[src/rtl/dfp_pkg.sv]
// Package with the shared types, constants and header functions of the diagnostic frame packer.
package dfp_pkg;

    localparam logic [7:0] HDR_FMT_80 = 8'h80;
    localparam logic [7:0] HDR_FMT_C0 = 8'hC0;
    localparam logic [7:0] HDR_FMT_00 = 8'h00;

    typedef enum logic [2:0] {
        FMT_LEN_IN_80 = 3'd0,
        FMT_LEN_IN_C0 = 3'd1,
        FMT_80_LEN    = 3'd2,
        FMT_00_LEN    = 3'd3,
        FMT_LEN_ONLY  = 3'd4
    } t_frame_fmt;

    typedef enum logic [1:0] {
        CFG_FRAME_FORMAT = 2'd0,
        CFG_TARGET_ADDR  = 2'd1,
        CFG_SOURCE_ADDR  = 2'd2
    } t_cfg_idx;

    // One classified payload byte, handed from the front end to the byte emitter.
    typedef struct packed {
        logic       first;
        logic       last;
        logic [2:0] fmt;
        logic [7:0] len;
        logic [7:0] tgt;
        logic [7:0] src;
        logic [7:0] data;
    } t_cmd;

    localparam int CMD_Q_DEPTH = 4;
    localparam int CMD_Q_AW    = $clog2(CMD_Q_DEPTH);

    function automatic logic [2:0] hdr_count(input logic [2:0] fmt);
        logic [2:0] cnt;
        unique case (fmt) inside
            FMT_LEN_IN_80, FMT_LEN_IN_C0: cnt = 3'd3;
            FMT_80_LEN:                   cnt = 3'd4;
            FMT_00_LEN:                   cnt = 3'd2;
            default:                      cnt = 3'd1;
        endcase
        return cnt;
    endfunction

    function automatic logic [7:0] hdr_byte(input logic [2:0] fmt, input logic [1:0] idx,
                                           input logic [7:0] len, input logic [7:0] tgt,
                                           input logic [7:0] src);
        logic [7:0] b;
        b = len;
        unique case (fmt) inside
            FMT_LEN_IN_80, FMT_LEN_IN_C0: begin
                case (idx)
                    2'd0:    b = ((fmt == FMT_LEN_IN_80) ? HDR_FMT_80 : HDR_FMT_C0) | len;
                    2'd1:    b = tgt;
                    default: b = src;
                endcase
            end
            FMT_80_LEN: begin
                case (idx)
                    2'd0:    b = HDR_FMT_80;
                    2'd1:    b = tgt;
                    2'd2:    b = src;
                    default: b = len;
                endcase
            end
            FMT_00_LEN: begin
                b = (idx == 2'd0) ? HDR_FMT_00 : len;
            end
            default: begin
                b = len;
            end
        endcase
        return b;
    endfunction

endpackage

[src/rtl/dfp_in_if.sv]
// Input channel interface carrying payload bytes and the frame length.
interface dfp_in_if;
    logic       valid;
    logic       ready;
    logic [7:0] payload_byte;
    logic [7:0] payload_length;

    modport source (output valid, output payload_byte, output payload_length, input ready);
    modport sink   (input valid, input payload_byte, input payload_length, output ready);
endinterface

[src/rtl/dfp_out_if.sv]
// Output channel interface carrying framed bytes and the end-of-frame mark.
interface dfp_out_if;
    logic       valid;
    logic       ready;
    logic [7:0] frame_byte;
    logic       frame_end;

    modport source (output valid, output frame_byte, output frame_end, input ready);
    modport sink   (input valid, input frame_byte, input frame_end, output ready);
endinterface

[src/rtl/dfp_front.sv]
// Front end: configuration registers, frame tracking and classification of input bytes.
module dfp_front
    import dfp_pkg::*;
(
    input  logic       i_clk,
    input  logic       i_rst_n,
    input  logic       i_cfg_we,
    input  logic [1:0] i_cfg_idx,
    input  logic [7:0] i_cfg_data,
    dfp_in_if.sink     i_in_ch,
    output logic       o_cmd_valid,
    output t_cmd       o_cmd,
    input  logic       i_cmd_ready
);

    logic [2:0] r_fmt;
    logic [7:0] r_tgt;
    logic [7:0] r_src;
    logic [7:0] r_bytes_left;
    logic [7:0] n_bytes_left;
    logic [7:0] remaining;
    logic       start;
    logic       accept;

    assign i_in_ch.ready = i_cmd_ready;
    assign accept        = i_in_ch.valid && i_cmd_ready;
    assign start         = (r_bytes_left == 8'd0);
    assign remaining     = start ? i_in_ch.payload_length : r_bytes_left;

    // A zero length at frame start is dropped without a trace.
    assign o_cmd_valid = accept && (remaining != 8'd0);

    always_comb begin
        o_cmd.first = start;
        o_cmd.last  = (remaining == 8'd1);
        o_cmd.fmt   = r_fmt;
        o_cmd.len   = i_in_ch.payload_length;
        o_cmd.tgt   = r_tgt;
        o_cmd.src   = r_src;
        o_cmd.data  = i_in_ch.payload_byte;
        n_bytes_left = r_bytes_left;
        if (o_cmd_valid) begin
            n_bytes_left = remaining - 8'd1;
        end
    end

    always_ff @(posedge i_clk) begin
        if (!i_rst_n) begin
            r_fmt        <= 3'd0;
            r_tgt        <= 8'd0;
            r_src        <= 8'd0;
            r_bytes_left <= 8'd0;
        end else begin
            r_bytes_left <= n_bytes_left;
            if (i_cfg_we) begin
                case (i_cfg_idx)
                    CFG_FRAME_FORMAT: r_fmt <= i_cfg_data[2:0];
                    CFG_TARGET_ADDR:  r_tgt <= i_cfg_data;
                    CFG_SOURCE_ADDR:  r_src <= i_cfg_data;
                    default:          ;
                endcase
            end
        end
    end

endmodule

[src/rtl/dfp_cmd_queue.sv]
// Small command queue between the front end and the byte emitter.
module dfp_cmd_queue
    import dfp_pkg::*;
(
    input  logic i_clk,
    input  logic i_rst_n,
    input  logic i_push,
    input  t_cmd i_cmd,
    output logic o_ready,
    output logic o_valid,
    output t_cmd o_cmd,
    input  logic i_pop
);

    t_cmd                r_mem [CMD_Q_DEPTH];
    logic [CMD_Q_AW-1:0] r_wr_ptr;
    logic [CMD_Q_AW-1:0] r_rd_ptr;
    logic [CMD_Q_AW:0]   r_count;
    logic                do_push;
    logic                do_pop;

    assign o_ready = (r_count != (CMD_Q_AW+1)'(CMD_Q_DEPTH));
    assign o_valid = (r_count != '0);
    assign o_cmd   = r_mem[r_rd_ptr];
    assign do_push = i_push && o_ready;
    assign do_pop  = i_pop && o_valid;

    always_ff @(posedge i_clk) begin
        if (do_push) begin
            r_mem[r_wr_ptr] <= i_cmd;
        end
    end

    always_ff @(posedge i_clk) begin
        if (!i_rst_n) begin
            r_wr_ptr <= '0;
            r_rd_ptr <= '0;
            r_count  <= '0;
        end else begin
            if (do_push) begin
                r_wr_ptr <= r_wr_ptr + CMD_Q_AW'(1);
            end
            if (do_pop) begin
                r_rd_ptr <= r_rd_ptr + CMD_Q_AW'(1);
            end
            case ({do_push, do_pop})
                2'b10:   r_count <= r_count + (CMD_Q_AW+1)'(1);
                2'b01:   r_count <= r_count - (CMD_Q_AW+1)'(1);
                default: ;
            endcase
        end
    end

endmodule

[src/rtl/dfp_back.sv]
// Byte emitter: turns commands into header, data and checksum bytes.
module dfp_back
    import dfp_pkg::*;
(
    input  logic     i_clk,
    input  logic     i_rst_n,
    input  logic     i_cmd_valid,
    input  t_cmd     i_cmd,
    output logic     o_cmd_pop,
    dfp_out_if.source o_out_ch
);

    t_cmd       r_cmd;
    logic       r_cmd_valid;
    logic [2:0] r_step;
    logic [7:0] r_sum;
    logic       r_out_valid;
    logic [7:0] r_out_byte;
    logic       r_out_end;

    logic [2:0] hdr_len;
    logic [2:0] last_step;
    logic       out_free;
    logic       emit;
    logic       done;
    logic       is_ck;
    logic [7:0] cur_byte;
    logic [7:0] sum_base;

    assign hdr_len   = r_cmd.first ? hdr_count(r_cmd.fmt) : 3'd0;
    assign last_step = hdr_len + {2'b00, r_cmd.last};
    assign out_free  = !r_out_valid || o_out_ch.ready;
    assign emit      = r_cmd_valid && out_free;
    assign done      = emit && (r_step == last_step);
    assign o_cmd_pop = (!r_cmd_valid || done) && i_cmd_valid;
    assign is_ck     = (r_step > hdr_len);
    // The sum restarts with the first byte of every frame.
    assign sum_base  = (r_cmd.first && r_step == 3'd0) ? 8'd0 : r_sum;

    always_comb begin
        if (r_step < hdr_len) begin
            cur_byte = hdr_byte(r_cmd.fmt, r_step[1:0], r_cmd.len, r_cmd.tgt, r_cmd.src);
        end else if (r_step == hdr_len) begin
            cur_byte = r_cmd.data;
        end else begin
            cur_byte = r_sum;
        end
    end

    assign o_out_ch.valid      = r_out_valid;
    assign o_out_ch.frame_byte = r_out_byte;
    assign o_out_ch.frame_end  = r_out_end;

    always_ff @(posedge i_clk) begin
        if (o_cmd_pop) begin
            r_cmd <= i_cmd;
        end
        if (emit) begin
            r_out_byte <= cur_byte;
            r_out_end  <= is_ck;
        end
    end

    always_ff @(posedge i_clk) begin
        if (!i_rst_n) begin
            r_cmd_valid <= 1'b0;
            r_step      <= 3'd0;
            r_sum       <= 8'd0;
            r_out_valid <= 1'b0;
        end else begin
            if (o_cmd_pop) begin
                r_cmd_valid <= 1'b1;
            end else if (done) begin
                r_cmd_valid <= 1'b0;
            end
            if (o_cmd_pop || done) begin
                r_step <= 3'd0;
            end else if (emit) begin
                r_step <= r_step + 3'd1;
            end
            if (emit && !is_ck) begin
                r_sum <= sum_base + cur_byte;
            end
            if (emit) begin
                r_out_valid <= 1'b1;
            end else if (o_out_ch.ready) begin
                r_out_valid <= 1'b0;
            end
        end
    end

endmodule

[src/rtl/diag_frame_packer_unit.sv]
// Top level of the diagnostic frame packer.
//
// Payload bytes arrive on i_in_ch together with the frame length, which is
// sampled on the first byte of each frame; a zero length at frame start is
// discarded. Framed bytes leave on o_out_ch: the header for the configured
// format, the payload bytes, and an 8-bit additive checksum marked with
// frame_end. The user writes registers (format, target, source) through the
// i_cfg_* port only while the block is idle; the block does not enforce it.
// They apply from the next frame.
// The front end classifies one input transaction per cycle into a four-entry
// command queue while the queue has room; the emitter drains it at one
// output byte per cycle while the receiver is ready. A middle payload byte
// therefore yields one output byte, the first byte of a frame up to five
// (header plus data), the last byte one more for the checksum. When the
// receiver stalls, the output register holds its byte, the queue fills, and
// input ready drops. Synchronous reset empties the queue, clears the frame
// state and the registers.
module diag_frame_packer_unit
    import dfp_pkg::*;
(
    input  logic       i_clk,
    input  logic       i_rst_n,
    input  logic       i_cfg_we,
    input  logic [1:0] i_cfg_idx,
    input  logic [7:0] i_cfg_data,
    dfp_in_if.sink     i_in_ch,
    dfp_out_if.source  o_out_ch
);

    logic f_cmd_valid;
    t_cmd f_cmd;
    logic q_ready;
    logic q_valid;
    t_cmd q_cmd;
    logic b_pop;

    dfp_front u_front (
        .i_clk       (i_clk),
        .i_rst_n     (i_rst_n),
        .i_cfg_we    (i_cfg_we),
        .i_cfg_idx   (i_cfg_idx),
        .i_cfg_data  (i_cfg_data),
        .i_in_ch     (i_in_ch),
        .o_cmd_valid (f_cmd_valid),
        .o_cmd       (f_cmd),
        .i_cmd_ready (q_ready)
    );

    dfp_cmd_queue u_queue (
        .i_clk   (i_clk),
        .i_rst_n (i_rst_n),
        .i_push  (f_cmd_valid),
        .i_cmd   (f_cmd),
        .o_ready (q_ready),
        .o_valid (q_valid),
        .o_cmd   (q_cmd),
        .i_pop   (b_pop)
    );

    dfp_back u_back (
        .i_clk       (i_clk),
        .i_rst_n     (i_rst_n),
        .i_cmd_valid (q_valid),
        .i_cmd       (q_cmd),
        .o_cmd_pop   (b_pop),
        .o_out_ch    (o_out_ch)
    );

endmodule
[src/flat_wrapper.sv]
// flat-port wrapper written by rule: the top's interface ports become plain ports
module diag_frame_packer_unit_flat import dfp_pkg::*;
  (i_clk, i_rst_n, i_cfg_we, i_cfg_idx, i_cfg_data, i_in_ch_valid, i_in_ch_payload_byte, i_in_ch_payload_length, i_in_ch_ready, o_out_ch_valid, o_out_ch_frame_byte, o_out_ch_frame_end, o_out_ch_ready);
  dfp_in_if i_in_ch_i ();
  dfp_out_if o_out_ch_i ();
  input  logic i_clk;
  input  logic i_rst_n;
  input  logic i_cfg_we;
  input  logic [1:0] i_cfg_idx;
  input  logic [7:0] i_cfg_data;
  input wire logic [$bits(i_in_ch_i.valid)-1:0] i_in_ch_valid;
  input wire logic [$bits(i_in_ch_i.payload_byte)-1:0] i_in_ch_payload_byte;
  input wire logic [$bits(i_in_ch_i.payload_length)-1:0] i_in_ch_payload_length;
  output wire logic [$bits(i_in_ch_i.ready)-1:0] i_in_ch_ready;
  output wire logic [$bits(o_out_ch_i.valid)-1:0] o_out_ch_valid;
  output wire logic [$bits(o_out_ch_i.frame_byte)-1:0] o_out_ch_frame_byte;
  output wire logic [$bits(o_out_ch_i.frame_end)-1:0] o_out_ch_frame_end;
  input wire logic [$bits(o_out_ch_i.ready)-1:0] o_out_ch_ready;
  assign i_in_ch_i.valid = i_in_ch_valid;
  assign i_in_ch_i.payload_byte = i_in_ch_payload_byte;
  assign i_in_ch_i.payload_length = i_in_ch_payload_length;
  assign i_in_ch_ready = i_in_ch_i.ready;
  assign o_out_ch_valid = o_out_ch_i.valid;
  assign o_out_ch_frame_byte = o_out_ch_i.frame_byte;
  assign o_out_ch_frame_end = o_out_ch_i.frame_end;
  assign o_out_ch_i.ready = o_out_ch_ready;
  diag_frame_packer_unit u_core (.i_clk(i_clk), .i_rst_n(i_rst_n), .i_cfg_we(i_cfg_we), .i_cfg_idx(i_cfg_idx), .i_cfg_data(i_cfg_data), .i_in_ch(i_in_ch_i), .o_out_ch(o_out_ch_i));
endmodule
[config.mk]
export PLATFORM = sky130hd
export DESIGN_NAME = diag_frame_packer_unit_flat
export DESIGN_NICKNAME = d
export VERILOG_FILES = /design/src/rtl/dfp_pkg.sv /design/src/rtl/dfp_in_if.sv /design/src/rtl/dfp_out_if.sv /design/src/rtl/dfp_front.sv /design/src/rtl/dfp_cmd_queue.sv /design/src/rtl/dfp_back.sv /design/src/rtl/diag_frame_packer_unit.sv /design/src/flat_wrapper.sv
export SDC_FILE = /design/constraint.sdc
export NUM_CORES = 1
export LEC_CHECK = 0
export BUFFER_PORTS_ARGS = -buffer_cell sky130_fd_sc_hd__buf_4
export CORE_MARGIN = 3
export CORE_UTILIZATION = 35
export DETAILED_ROUTE_END_ITERATION = 8
export SLEW_MARGIN = 20
export SYNTH_ARGS = -nofsm -noshare
export SYNTH_HDL_FRONTEND = slang
export SYNTH_SLANG_ARGS = --single-unit
[constraint.sdc]
create_clock -name i_clk -period 9.2 [get_ports i_clk]
set_input_delay 2.76 -clock i_clk [delete_from_list [all_inputs] [get_ports i_clk]]
set_output_delay 2.76 -clock i_clk [all_outputs]
set_load 0.05 [all_outputs]
==> flow_summary.html, run 1 <==
<table>
<tr><th>Metric</th><th>Value</th></tr>
<tr><th colspan="2">Status</th></tr>
<tr><td>Outcome</td><td>finished, final reports clean</td></tr>
<tr><th colspan="2">Clocking</th></tr>
<tr><td>Number of H-tree levels</td><td>1</td></tr>
<tr><td>Number of buffers added to fix hold violations after cts</td><td>0</td></tr>
<tr><td>Clock latency at the later pin of the worst-skew pair</td><td>0.53 ns</td></tr>
<tr><td>Number of gates given a new drive strength after cts</td><td>0</td></tr>
<tr><td>Buffer levels on the longest clock path</td><td>3</td></tr>
<tr><td>Buffer cell driving the clock tree root</td><td>sky130_fd_sc_hd__clkbuf_16</td></tr>
<tr><td>Clock tree from TritonCTS</td><td>done</td></tr>
<tr><td>TritonCTS Buffers</td><td>27</td></tr>
<tr><td>CTS sink cnt</td><td>241</td></tr>
<tr><td>Post-CTS clock slew at the launch and capture registers of the worst setup and hold paths</td><td>0.06 ns</td></tr>
<tr><td>Postcts setup bufs</td><td>0</td></tr>
<tr><th colspan="2">Synth</th></tr>
<tr><td>Cell type with the highest aggregate area in the netlist</td><td>sky130_fd_sc_hd__edfxtp_1</td></tr>
<tr><td>Main combinational cell family by area after synthesis</td><td>multiplexers</td></tr>
<tr><td>Simple logic cell fraction of the synthesized area</td><td>0.0847</td></tr>
<tr><td>Area share of the largest cell type after synthesis</td><td>0.578</td></tr>
<tr><td>Main area contributors after synthesis</td><td>sky130_fd_sc_hd__edfxtp_1 58%, sky130_fd_sc_hd__dfxtp_1 9.3%, sky130_fd_sc_hd__mux4_2 8.3%</td></tr>
<tr><td>Proportion of synthesized chip area in sequential cells</td><td>0.671</td></tr>
<tr><td>Dominant register cell in the synthesized netlist</td><td>sky130_fd_sc_hd__edfxtp_1</td></tr>
<tr><td>Post-synthesis share of cell area spent on full adders, half adders and majority gates</td><td>0.0325</td></tr>
<tr><td>Synthesized-area fraction occupied by ao, oa, aoi and oai cells</td><td>0.0675</td></tr>
<tr><td>Avg Cell Area, Syn</td><td>15.4 um^2</td></tr>
<tr><td>Gate count after technology mapping</td><td>654</td></tr>
<tr><td>Multiplexer share of the synthesized area</td><td>0.109</td></tr>
<tr><td>Fraction of synthesized cell area in xor and xnor cells</td><td>0.0156</td></tr>
<tr><td>Yosys reg bits</td><td>241</td></tr>
<tr><td>Share of flip-flops with an asynchronous set or reset after synthesis</td><td>0</td></tr>
<tr><td>Yosys warning total</td><td>0</td></tr>
<tr><td>Count of flip-flops with a built-in enable after synthesis</td><td>194</td></tr>
<tr><td>Count of different cell masters after synthesis</td><td>63</td></tr>
<tr><td>Number of nets produced by synthesis</td><td>710</td></tr>
<tr><td>Post-synthesis instance area</td><td>0.0101 mm^2</td></tr>
<tr><th colspan="2">Critical path</th></tr>
<tr><td>Cells along the critical path</td><td>buf_4, or2_1, a311o_1, a2111oi_4, a21oi_4, inv_2, ha_1, inv_1, fa_1, xor2_1, or3_1, a21boi_0</td></tr>
<tr><td>Crit-path leading delay family</td><td>compound AO/OA/AOI/OAI gates</td></tr>
<tr><td>Startpoint kind of the worst setup timing path</td><td>primary input</td></tr>
<tr><td>Critical path type</td><td>primary input to flop</td></tr>
<tr><td>Largest incremental delay on the critical path</td><td>0.45 ns</td></tr>
<tr><td>CP Data Arrival Time</td><td>5.55 ns</td></tr>
<tr><td>Worst path buffer plus inverter count</td><td>3</td></tr>
<tr><td>CP max stage cell</td><td>sky130_fd_sc_hd__fa_1</td></tr>
<tr><td>Required time at the worst-slack endpoint</td><td>9.65 ns</td></tr>
<tr><td>Peak fanout along the critical path</td><td>16</td></tr>
<tr><td>CP Capture Type</td><td>flop</td></tr>
<tr><th colspan="2">Floorplan</th></tr>
<tr><td>Effective utilization at floorplan</td><td>0.359</td></tr>
<tr><td>Number of ports placed on the die boundary</td><td>42</td></tr>
<tr><td>Row Count</td><td>61</td></tr>
<tr><td>CORE AREA</td><td>0.0281 mm^2</td></tr>
<tr><td>Y dimension of the die</td><td>176 um</td></tr>
<tr><td>Die Span X</td><td>176 um</td></tr>
<tr><td>Die area</td><td>0.0309 mm^2</td></tr>
<tr><th colspan="2">Timing</th></tr>
<tr><td>Crit share post-route</td><td>0.554</td></tr>
<tr><td>Transition time at the pin with the least slew margin</td><td>1.07 ns</td></tr>
<tr><td>Hold slack final</td><td>0.487 ns</td></tr>
<tr><td>Peak Freq</td><td>0.196 GHz</td></tr>
<tr><td>Max Slew Vio Count</td><td>0</td></tr>
<tr><td>Least setup slack across all paths after layout</td><td>4.10 ns</td></tr>
<tr><td>Setup-failing EPs final</td><td>0</td></tr>
<tr><td>Setup Skew</td><td>0.0123 ns</td></tr>
<tr><td>RSZ-0062 raised after global routing</td><td>false</td></tr>
<tr><td>Number of hold-slack violations in the final timing report</td><td>0</td></tr>
<tr><td>Worst relative slew slack</td><td>0.288</td></tr>
<tr><td>Fin Setup TNS</td><td>0 ns</td></tr>
<tr><td>Time the final worst path needs with I/O delays and setup</td><td>5.10 ns</td></tr>
<tr><th colspan="2">Cells and area</th></tr>
<tr><td>Nets@finish</td><td>757</td></tr>
<tr><td>Final cell area excluding filler cells</td><td>0.0117 mm^2</td></tr>
<tr><td>Share of cells above drive strength 1</td><td>0.186</td></tr>
<tr><td>Most frequent cells in the layout</td><td>194 x sky130_fd_sc_hd__edfxtp_1, 52 x sky130_fd_sc_hd__nand2_1, 45 x sky130_fd_sc_hd__buf_4, 45 x sky130_fd_sc_hd__dfxtp_1, 37 x sky130_fd_sc_hd__mux4_2</td></tr>
<tr><td>Area Growth Syn to Fin</td><td>16.0%</td></tr>
<tr><td>Count of inserted antenna diode cells</td><td>0</td></tr>
<tr><td>Leading cell type in the layout, fill and taps excluded</td><td>sky130_fd_sc_hd__edfxtp_1</td></tr>
<tr><th colspan="2">Place</th></tr>
<tr><td>Post-place setup slack</td><td>3.57 ns</td></tr>
<tr><td>Half-perimeter wire length after placement</td><td>12300 um</td></tr>
<tr><td>Placed Area</td><td>0.0108 mm^2</td></tr>
<tr><td>Number of buffers inserted by port buffering</td><td>41</td></tr>
<tr><td>RD Place Congestion</td><td>0.863</td></tr>
<tr><th colspan="2">Drt</th></tr>
<tr><td>Antenna-violating nets left</td><td>0</td></tr>
<tr><td>Average wire length per cell after detail routing</td><td>17.6 um</td></tr>
<tr><td>Drt total wl</td><td>19400 um</td></tr>
<tr><td>DRC violations left</td><td>0</td></tr>
<tr><td>Initial drt markers</td><td>464</td></tr>
<tr><td>Via density per instance</td><td>4.96</td></tr>
<tr><td>Router iterations before antenna repair</td><td>8</td></tr>
<tr><td>Total number of vias</td><td>5452</td></tr>
<tr><th colspan="2">Pwr</th></tr>
<tr><td>Worst VDD drop</td><td>0.303 mV</td></tr>
<tr><td>Power per Cell Area</td><td>370 mW/mm^2</td></tr>
<tr><td>Pwr Total</td><td>4330 uW</td></tr>
<tr><td>Combinational group share of total power</td><td>0.354</td></tr>
<tr><td>Reg power frac</td><td>0.400</td></tr>
<tr><td>Clock network power share</td><td>0.246</td></tr>
<tr><td>Switch share</td><td>0.344</td></tr>
<tr><td>P_sw</td><td>1490 uW</td></tr>
<tr><td>Static Leakage</td><td>0.00410 uW</td></tr>
<tr><td>Internal power summed over all cells</td><td>2840 uW</td></tr>
<tr><th colspan="2">Global routing</th></tr>
<tr><td>Number of global-route vias before repair</td><td>5533</td></tr>
<tr><td>Initial antenna violation count</td><td>0</td></tr>
<tr><td>Sum of overflow across all layers after global routing</td><td>0</td></tr>
<tr><td>Global-route wire length before repair</td><td>30900 um</td></tr>
<tr><td>Combined global-route utilization of all metal layers</td><td>0.126</td></tr>
<tr><td>Pin count of the biggest net entering global routing</td><td>53</td></tr>
<tr><th colspan="2">Worst hold path</th></tr>
<tr><td>Type of the tightest min-delay check</td><td>flop to flop</td></tr>
<tr><th colspan="2">Job</th></tr>
<tr><td>Max Cap Violations</td><td>0</td></tr>
</table>
-- power by group through the flow --
stage               Combinational [uW]  Clock, uW  Sequential [uW]
floorplan                         1100          0             1770
global placement                  1530          0             1750
detailed placement                1550          0             1750
CTS                               1550       1090             1730
global route                      1710       1140             1760
finish                            1530       1070             1730
-- synth_stat cells (3+ instances only) --
| cell type | instances |
|---|---|
| sky130_fd_sc_hd__o21ai_1 | 10 |
| sky130_fd_sc_hd__ha_1 | 23 |
| sky130_fd_sc_hd__nor3_1 | 8 |
| sky130_fd_sc_hd__and3_1 | 3 |
| sky130_fd_sc_hd__a221oi_1 | 5 |
| sky130_fd_sc_hd__xor2_1 | 8 |
| sky130_fd_sc_hd__nor2_1 | 19 |
| sky130_fd_sc_hd__buf_2 | 5 |
| sky130_fd_sc_hd__o31ai_1 | 3 |
| sky130_fd_sc_hd__nand3_1 | 15 |
| sky130_fd_sc_hd__a22o_1 | 4 |
| sky130_fd_sc_hd__mux4_2 | 37 |
| sky130_fd_sc_hd__o22ai_1 | 4 |
| sky130_fd_sc_hd__a21oi_1 | 13 |
| sky130_fd_sc_hd__dfxtp_1 | 47 |
| sky130_fd_sc_hd__a22oi_1 | 5 |
| sky130_fd_sc_hd__a31oi_1 | 5 |
| sky130_fd_sc_hd__a21boi_0 | 4 |
| sky130_fd_sc_hd__inv_1 | 19 |
| sky130_fd_sc_hd__mux2i_1 | 27 |
| sky130_fd_sc_hd__clkbuf_1 | 19 |
| sky130_fd_sc_hd__o211ai_1 | 4 |
| sky130_fd_sc_hd__nand2b_1 | 4 |
| sky130_fd_sc_hd__nor2b_1 | 28 |
| sky130_fd_sc_hd__o21ai_0 | 11 |
| sky130_fd_sc_hd__a222oi_1 | 3 |
| sky130_fd_sc_hd__a211oi_1 | 5 |
| sky130_fd_sc_hd__and2_1 | 20 |
| sky130_fd_sc_hd__nand2_1 | 52 |
| sky130_fd_sc_hd__nand3b_1 | 3 |
| sky130_fd_sc_hd__edfxtp_1 | 194 |
| sky130_fd_sc_hd__xnor2_1 | 10 |
-- per-stage QoR --
step / std cells / util
after CTS: 1100 / 0.416
after global placement: 1050 / 0.384
after detailed placement: 1050 / 0.384
after global routing: 1100 / 0.416
after floorplan: 654 / -
final: 1100 / 0.416
-- area by class of cell --
cell class                      count  area [um^2]
Clock buffer                       40          766
Clock inverter                     10          131
Fill cell                        2591        16400
Inverter                           21         78.8
Multi-Input combinational cell    365         3140
Sequential cell                   241         6770
Tap cell                          378          473
Timing Repair Buffer               45          338
-- path summary, 6_finish.rpt --
kind	startpoint	to	slack (ns)	cells after the start
max	i_in_ch_payload_length[4]	u_core.u_queue.r_count[2]$_SDFFE_PN0P_	4.10	12
min	u_core.u_back.r_sum[6]$_SDFFE_PN0P_	u_core.u_back.r_sum[6]$_SDFFE_PN0P_	0.49	2
max reg2reg	u_core.u_back.r_cmd[34]$_DFFE_PP_	u_core.u_back.r_sum[6]$_SDFFE_PN0P_	5.31	17
min reg2reg	u_core.u_back.r_sum[6]$_SDFFE_PN0P_	u_core.u_back.r_sum[6]$_SDFFE_PN0P_	0.49	2
-- registers in the layout (all words and copies together) (netlist names) --
name and cells:
u_core.u_back.o_out_ch.valid 1, u_core.u_front.r_src 8, u_core.u_back.r_step 3, u_core.u_back.r_sum 8, u_core.u_back.r_cmd_valid 1, u_core.u_back.o_out_ch.frame_byte 8
u_core.u_queue.r_count 3, u_core.u_queue.r_wr_ptr 2, u_core.u_queue.r_mem 148, u_core.u_front.r_fmt 3, u_core.u_back.r_cmd 37, u_core.u_front.r_bytes_left 8
u_core.u_front.r_tgt 8, u_core.u_back.o_out_ch.frame_end 1, u_core.u_queue.r_rd_ptr 2
-- cells by family (layout without fill, tap and decap cells) --
| family | count (synthesis) | in the layout |
|---|---|---|
| mux | 64 | 64 |
| compound gates | 94 | 94 |
| fa+ha+maj | 25 | 25 |
| xor+xnor | 18 | 18 |
| simple gates | 164 | 164 |
| buf+inv | 48 | 116 |
| flops | 241 | 241 |
-- routing by layer --
| metal | part of all wire | vias up | GRT usage |
|---|---|---|---|
| met5 | 0 | - | 0 |
| met4 | 0.017 | 0 | 0.0327 |
| met3 | 0.042 | 27 | 0.0205 |
| met2 | 0.48 | 111 | 0.209 |
| met1 | 0.46 | 2696 | 0.175 |
| li1 | - | 2618 | - |
-- worst register-to-register path, cell delays in order, from the launching register on --
cell	delay, ns
sky130_fd_sc_hd__edfxtp_1	0.51
sky130_fd_sc_hd__and4bb_1	0.37
sky130_fd_sc_hd__inv_1	0.06
sky130_fd_sc_hd__ha_1	0.33
sky130_fd_sc_hd__a21oi_1	0.15
sky130_fd_sc_hd__o21ai_1	0.15
sky130_fd_sc_hd__buf_4	0.23
sky130_fd_sc_hd__o21ai_0	0.37
sky130_fd_sc_hd__ha_1	0.26
sky130_fd_sc_hd__inv_1	0.07
sky130_fd_sc_hd__fa_1	0.44
sky130_fd_sc_hd__nor2b_1	0.13
sky130_fd_sc_hd__o21ai_0	0.08
sky130_fd_sc_hd__nand2b_1	0.12
sky130_fd_sc_hd__a21o_1	0.13
sky130_fd_sc_hd__a21oi_1	0.07
sky130_fd_sc_hd__xor2_1	0.15
sky130_fd_sc_hd__o22ai_1	0.10
(Power assumes the default switching activity.)
==> inputs of run 2 (changes only) <==
==> constraint.sdc (replaced) <==
create_clock -name i_clk -period 4.3 [get_ports i_clk]
set_input_delay 1.29 -clock i_clk [delete_from_list [all_inputs] [get_ports i_clk]]
set_output_delay 1.29 -clock i_clk [all_outputs]
set_load 0.05 [all_outputs]
==> flow_summary.html, run 2 (synthesized netlist as in run 1, its figures left out) <==
<table>
<tr><th>Metric</th><th>Value</th></tr>
<tr><th colspan="2">Status</th></tr>
<tr><td>Outcome</td><td>finished, final reports clean</td></tr>
<tr><th colspan="2">Critical path</th></tr>
<tr><td>Worst reg-to-reg setup slack</td><td>0.49 ns</td></tr>
<tr><td>Levels on crit path</td><td>14</td></tr>
<tr><td>Required time at the worst-slack endpoint</td><td>4.71 ns</td></tr>
<tr><td>Reg2reg end</td><td>u_core.u_back.r_sum[7]$_SDFFE_PN0P_</td></tr>
<tr><td>Peak fanout along the critical path</td><td>16</td></tr>
<tr><td>CP Capture Type</td><td>flop</td></tr>
<tr><td>Critical path type</td><td>flop to flop</td></tr>
<tr><td>FF-to-FF Start</td><td>u_core.u_back.r_step[1]$_SDFFE_PP0P_</td></tr>
<tr><td>CP max stage cell</td><td>sky130_fd_sc_hd__a222oi_1</td></tr>
<tr><td>Startpoint kind of the worst setup timing path</td><td>flop</td></tr>
<tr><td>Worst path buffer plus inverter count</td><td>1</td></tr>
<tr><td>Cells along the critical path</td><td>inv_1, ha_1, nor2_1, nand2_1, nand2_1, a222oi_1, o21ai_0, ha_1, nand3_1, o211ai_1, o41ai_1, xor2_1, o22a_1, a21boi_2</td></tr>
<tr><td>CP Launch Point</td><td>u_core.u_back.r_step[1]$_SDFFE_PP0P_</td></tr>
<tr><td>CP Data Arrival Time</td><td>4.22 ns</td></tr>
<tr><td>Largest incremental delay on the critical path</td><td>0.57 ns</td></tr>
<tr><td>Logic depth of the worst register-to-register path</td><td>14</td></tr>
<tr><td>Crit-path leading delay family</td><td>compound AO/OA/AOI/OAI gates</td></tr>
<tr><th colspan="2">Place</th></tr>
<tr><td>Half-perimeter wire length after placement</td><td>12400 um</td></tr>
<tr><td>RD Place Congestion</td><td>0.839</td></tr>
<tr><td>Number of buffers inserted by port buffering</td><td>41</td></tr>
<tr><th colspan="2">Global routing</th></tr>
<tr><td>Combined global-route utilization of all metal layers</td><td>0.128</td></tr>
<tr><td>Sum of overflow across all layers after global routing</td><td>0</td></tr>
<tr><td>Pin count of the biggest net entering global routing</td><td>53</td></tr>
<tr><td>Initial antenna violation count</td><td>0</td></tr>
<tr><td>Number of global-route vias before repair</td><td>5573</td></tr>
<tr><td>Global-route wire length before repair</td><td>31300 um</td></tr>
<tr><th colspan="2">Cells and area</th></tr>
<tr><td>Most frequent cells in the layout</td><td>194 x sky130_fd_sc_hd__edfxtp_1, 52 x sky130_fd_sc_hd__nand2_1, 49 x sky130_fd_sc_hd__buf_4, 45 x sky130_fd_sc_hd__dfxtp_1, 37 x sky130_fd_sc_hd__mux4_2</td></tr>
<tr><td>Flip-flop count of the largest register after layout</td><td>148</td></tr>
<tr><td>Nets@finish</td><td>761</td></tr>
<tr><td>Share of cells above drive strength 1</td><td>0.199</td></tr>
<tr><td>Count of inserted antenna diode cells</td><td>0</td></tr>
<tr><td>Layout filler cell count</td><td>2558</td></tr>
<tr><td>Leading cell type in the layout, fill and taps excluded</td><td>sky130_fd_sc_hd__edfxtp_1</td></tr>
<tr><td>Area of the multi-input gates</td><td>0.00315 mm^2</td></tr>
<tr><td>Biggest regs</td><td>u_core.u_queue.r_mem: 148 flops, u_core.u_back.r_cmd: 37 flops</td></tr>
<tr><td>Area Growth Syn to Fin</td><td>16.8%</td></tr>
<tr><td>Storage cell area</td><td>0.00677 mm^2</td></tr>
<tr><td>Reg with most FFs</td><td>u_core.u_queue.r_mem</td></tr>
<tr><th colspan="2">Worst hold path</th></tr>
<tr><td>Startpoint of the lowest-slack hold path</td><td>u_core.u_back.r_sum[6]$_SDFFE_PN0P_</td></tr>
<tr><td>Type of the tightest min-delay check</td><td>flop to flop</td></tr>
<tr><td>Hold depth</td><td>2</td></tr>
<tr><td>Worst hold path endpoint</td><td>u_core.u_back.r_sum[6]$_SDFFE_PN0P_</td></tr>
<tr><th colspan="2">Pwr</th></tr>
<tr><td>Clock network power share</td><td>0.249</td></tr>
<tr><td>Power per Cell Area</td><td>797 mW/mm^2</td></tr>
<tr><td>Switch share</td><td>0.345</td></tr>
<tr><td>Internal power summed over all cells</td><td>6150 uW</td></tr>
<tr><td>P_sw</td><td>3240 uW</td></tr>
<tr><td>Combinational group share of total power</td><td>0.352</td></tr>
<tr><td>Reg power frac</td><td>0.399</td></tr>
<tr><td>Pwr Total</td><td>9390 uW</td></tr>
<tr><td>Worst VDD drop</td><td>0.500 mV</td></tr>
<tr><td>Static Leakage</td><td>0.00414 uW</td></tr>
<tr><th colspan="2">Drt</th></tr>
<tr><td>Antenna-violating nets left</td><td>0</td></tr>
<tr><td>Router iterations before antenna repair</td><td>5</td></tr>
<tr><td>Initial drt markers</td><td>401</td></tr>
<tr><td>Via density per instance</td><td>4.96</td></tr>
<tr><td>DRC violations left</td><td>0</td></tr>
<tr><td>Total number of vias</td><td>5468</td></tr>
<tr><td>Drt total wl</td><td>19700 um</td></tr>
<tr><td>Average wire length per cell after detail routing</td><td>17.9 um</td></tr>
<tr><th colspan="2">Clocking</th></tr>
<tr><td>Clock latency at the later pin of the worst-skew pair</td><td>0.54 ns</td></tr>
<tr><td>TritonCTS Buffers</td><td>26</td></tr>
<tr><td>Number of buffers added to fix hold violations after cts</td><td>0</td></tr>
<tr><td>Buffer levels on the longest clock path</td><td>3</td></tr>
<tr><td>CTS sink cnt</td><td>241</td></tr>
<tr><td>Buffer cell driving the clock tree root</td><td>sky130_fd_sc_hd__clkbuf_16</td></tr>
<tr><td>Number of H-tree levels</td><td>1</td></tr>
<tr><td>Post-CTS clock slew at the launch and capture registers of the worst setup and hold paths</td><td>0.06 ns</td></tr>
<tr><td>Clock tree from TritonCTS</td><td>done</td></tr>
<tr><th colspan="2">Floorplan</th></tr>
<tr><td>Die area</td><td>0.0309 mm^2</td></tr>
<tr><td>Y dimension of the die</td><td>176 um</td></tr>
<tr><td>CORE AREA</td><td>0.0281 mm^2</td></tr>
<tr><td>Row Count</td><td>61</td></tr>
<tr><td>Number of ports placed on the die boundary</td><td>42</td></tr>
<tr><td>Effective utilization at floorplan</td><td>0.359</td></tr>
<tr><td>Die Span X</td><td>176 um</td></tr>
<tr><th colspan="2">Timing</th></tr>
<tr><td>Peak Freq</td><td>0.262 GHz</td></tr>
<tr><td>RSZ-0062 raised after global routing</td><td>false</td></tr>
<tr><td>Worst relative slew slack</td><td>0.265</td></tr>
<tr><td>Setup-failing EPs final</td><td>0</td></tr>
<tr><td>Transition time at the pin with the least slew margin</td><td>1.10 ns</td></tr>
<tr><td>Crit share post-route</td><td>0.887</td></tr>
<tr><td>Max Slew Vio Count</td><td>0</td></tr>
<tr><td>Number of hold-slack violations in the final timing report</td><td>0</td></tr>
<tr><td>Setup Skew</td><td>0.0231 ns</td></tr>
<tr><td>Time the final worst path needs with I/O delays and setup</td><td>3.81 ns</td></tr>
<tr><td>Fin Setup TNS</td><td>0 ns</td></tr>
<tr><th colspan="2">Job</th></tr>
<tr><td>Max Cap Violations</td><td>0</td></tr>
</table>
-- run 2: worst max-delay path by stage --
| stage | slack (ns) | to |
|---|---|---|
| 2_1_floorplan | 0.09 | u_core.u_queue.r_count[2]$_SDFFE_PN0P_ |
| 3_3_place_gp | 0.35 | u_core.u_queue.r_count[2]$_SDFFE_PN0P_ |
| 3_5_place_dp | 0.29 | u_core.u_queue.r_count[2]$_SDFFE_PN0P_ |
| 4_1_cts | 0.32 | u_core.u_back.r_sum[7]$_SDFFE_PN0P_ |
| 5_1_grt | 0.22 | u_core.u_back.r_sum[7]$_SDFFE_PN0P_ |
| 6_report | 0.49 | u_core.u_back.r_sum[7]$_SDFFE_PN0P_ |
-- run 2: power groups by stage --
stage                     combinational, uW  sequential [uW]  clock, uW
final                                  3300             3740       2340
after global routing                   3670             3820       2490
after CTS                              3300             3780       2400
after detailed placement               3290             3830          0
after global placement                 3270             3810          0
after floorplan                        2370             3780          0
-- run 2: per-layer routing --
layer | vias up | share of wire | GRT usage
met3 | 26 | 0.043 | 0.0225
met2 | 103 | 0.48 | 0.210
met4 | 0 | 0.019 | 0.0297
li1 | 2617 | - | -
met1 | 2722 | 0.46 | 0.178
met5 | - | 0 | 0
-- run 2: through the flow --
| step | utilization | hold slack, ns | cell area [um^2] | instances | setup slack [ns] |
|---|---|---|---|---|---|
| 2_1_floorplan | - | 0.455 | 10100 | 654 | 0.0879 |
| 3_5_place_dp | 0.386 | 0.483 | 10800 | 1054 | 0.289 |
| 5_1_grt | 0.419 | 0.515 | 11800 | 1103 | 0.222 |
| 3_3_place_gp | 0.386 | 0.480 | 10800 | 1054 | 0.355 |
| 6_report | 0.419 | 0.492 | 11800 | 1103 | 0.485 |
| 4_1_cts | 0.418 | 0.493 | 11700 | 1102 | 0.319 |
-- run 2: tightest hold or removal path, stage by stage, from the launching register on --
cell	delay (ns)
sky130_fd_sc_hd__dfxtp_1	0.32
sky130_fd_sc_hd__nand2_1	0.06
sky130_fd_sc_hd__o22ai_1	0.06
-- run 2: layout make-up --
type	instances	area share
timing repair buffer	50	0.0329
sequential	241	0.575
inverter	21	0.00669
clock buffer	30	0.0574
multi-input combinational	365	0.267
tap	378	0.0402
clock inverter	18	0.0207
-- run 2: what timing repair did --
action	CTS	global route
endpoints found under the setup margin	0	2
buffers inserted	0	0
resized for setup	0	1
endpoints found under the hold margin	0	0
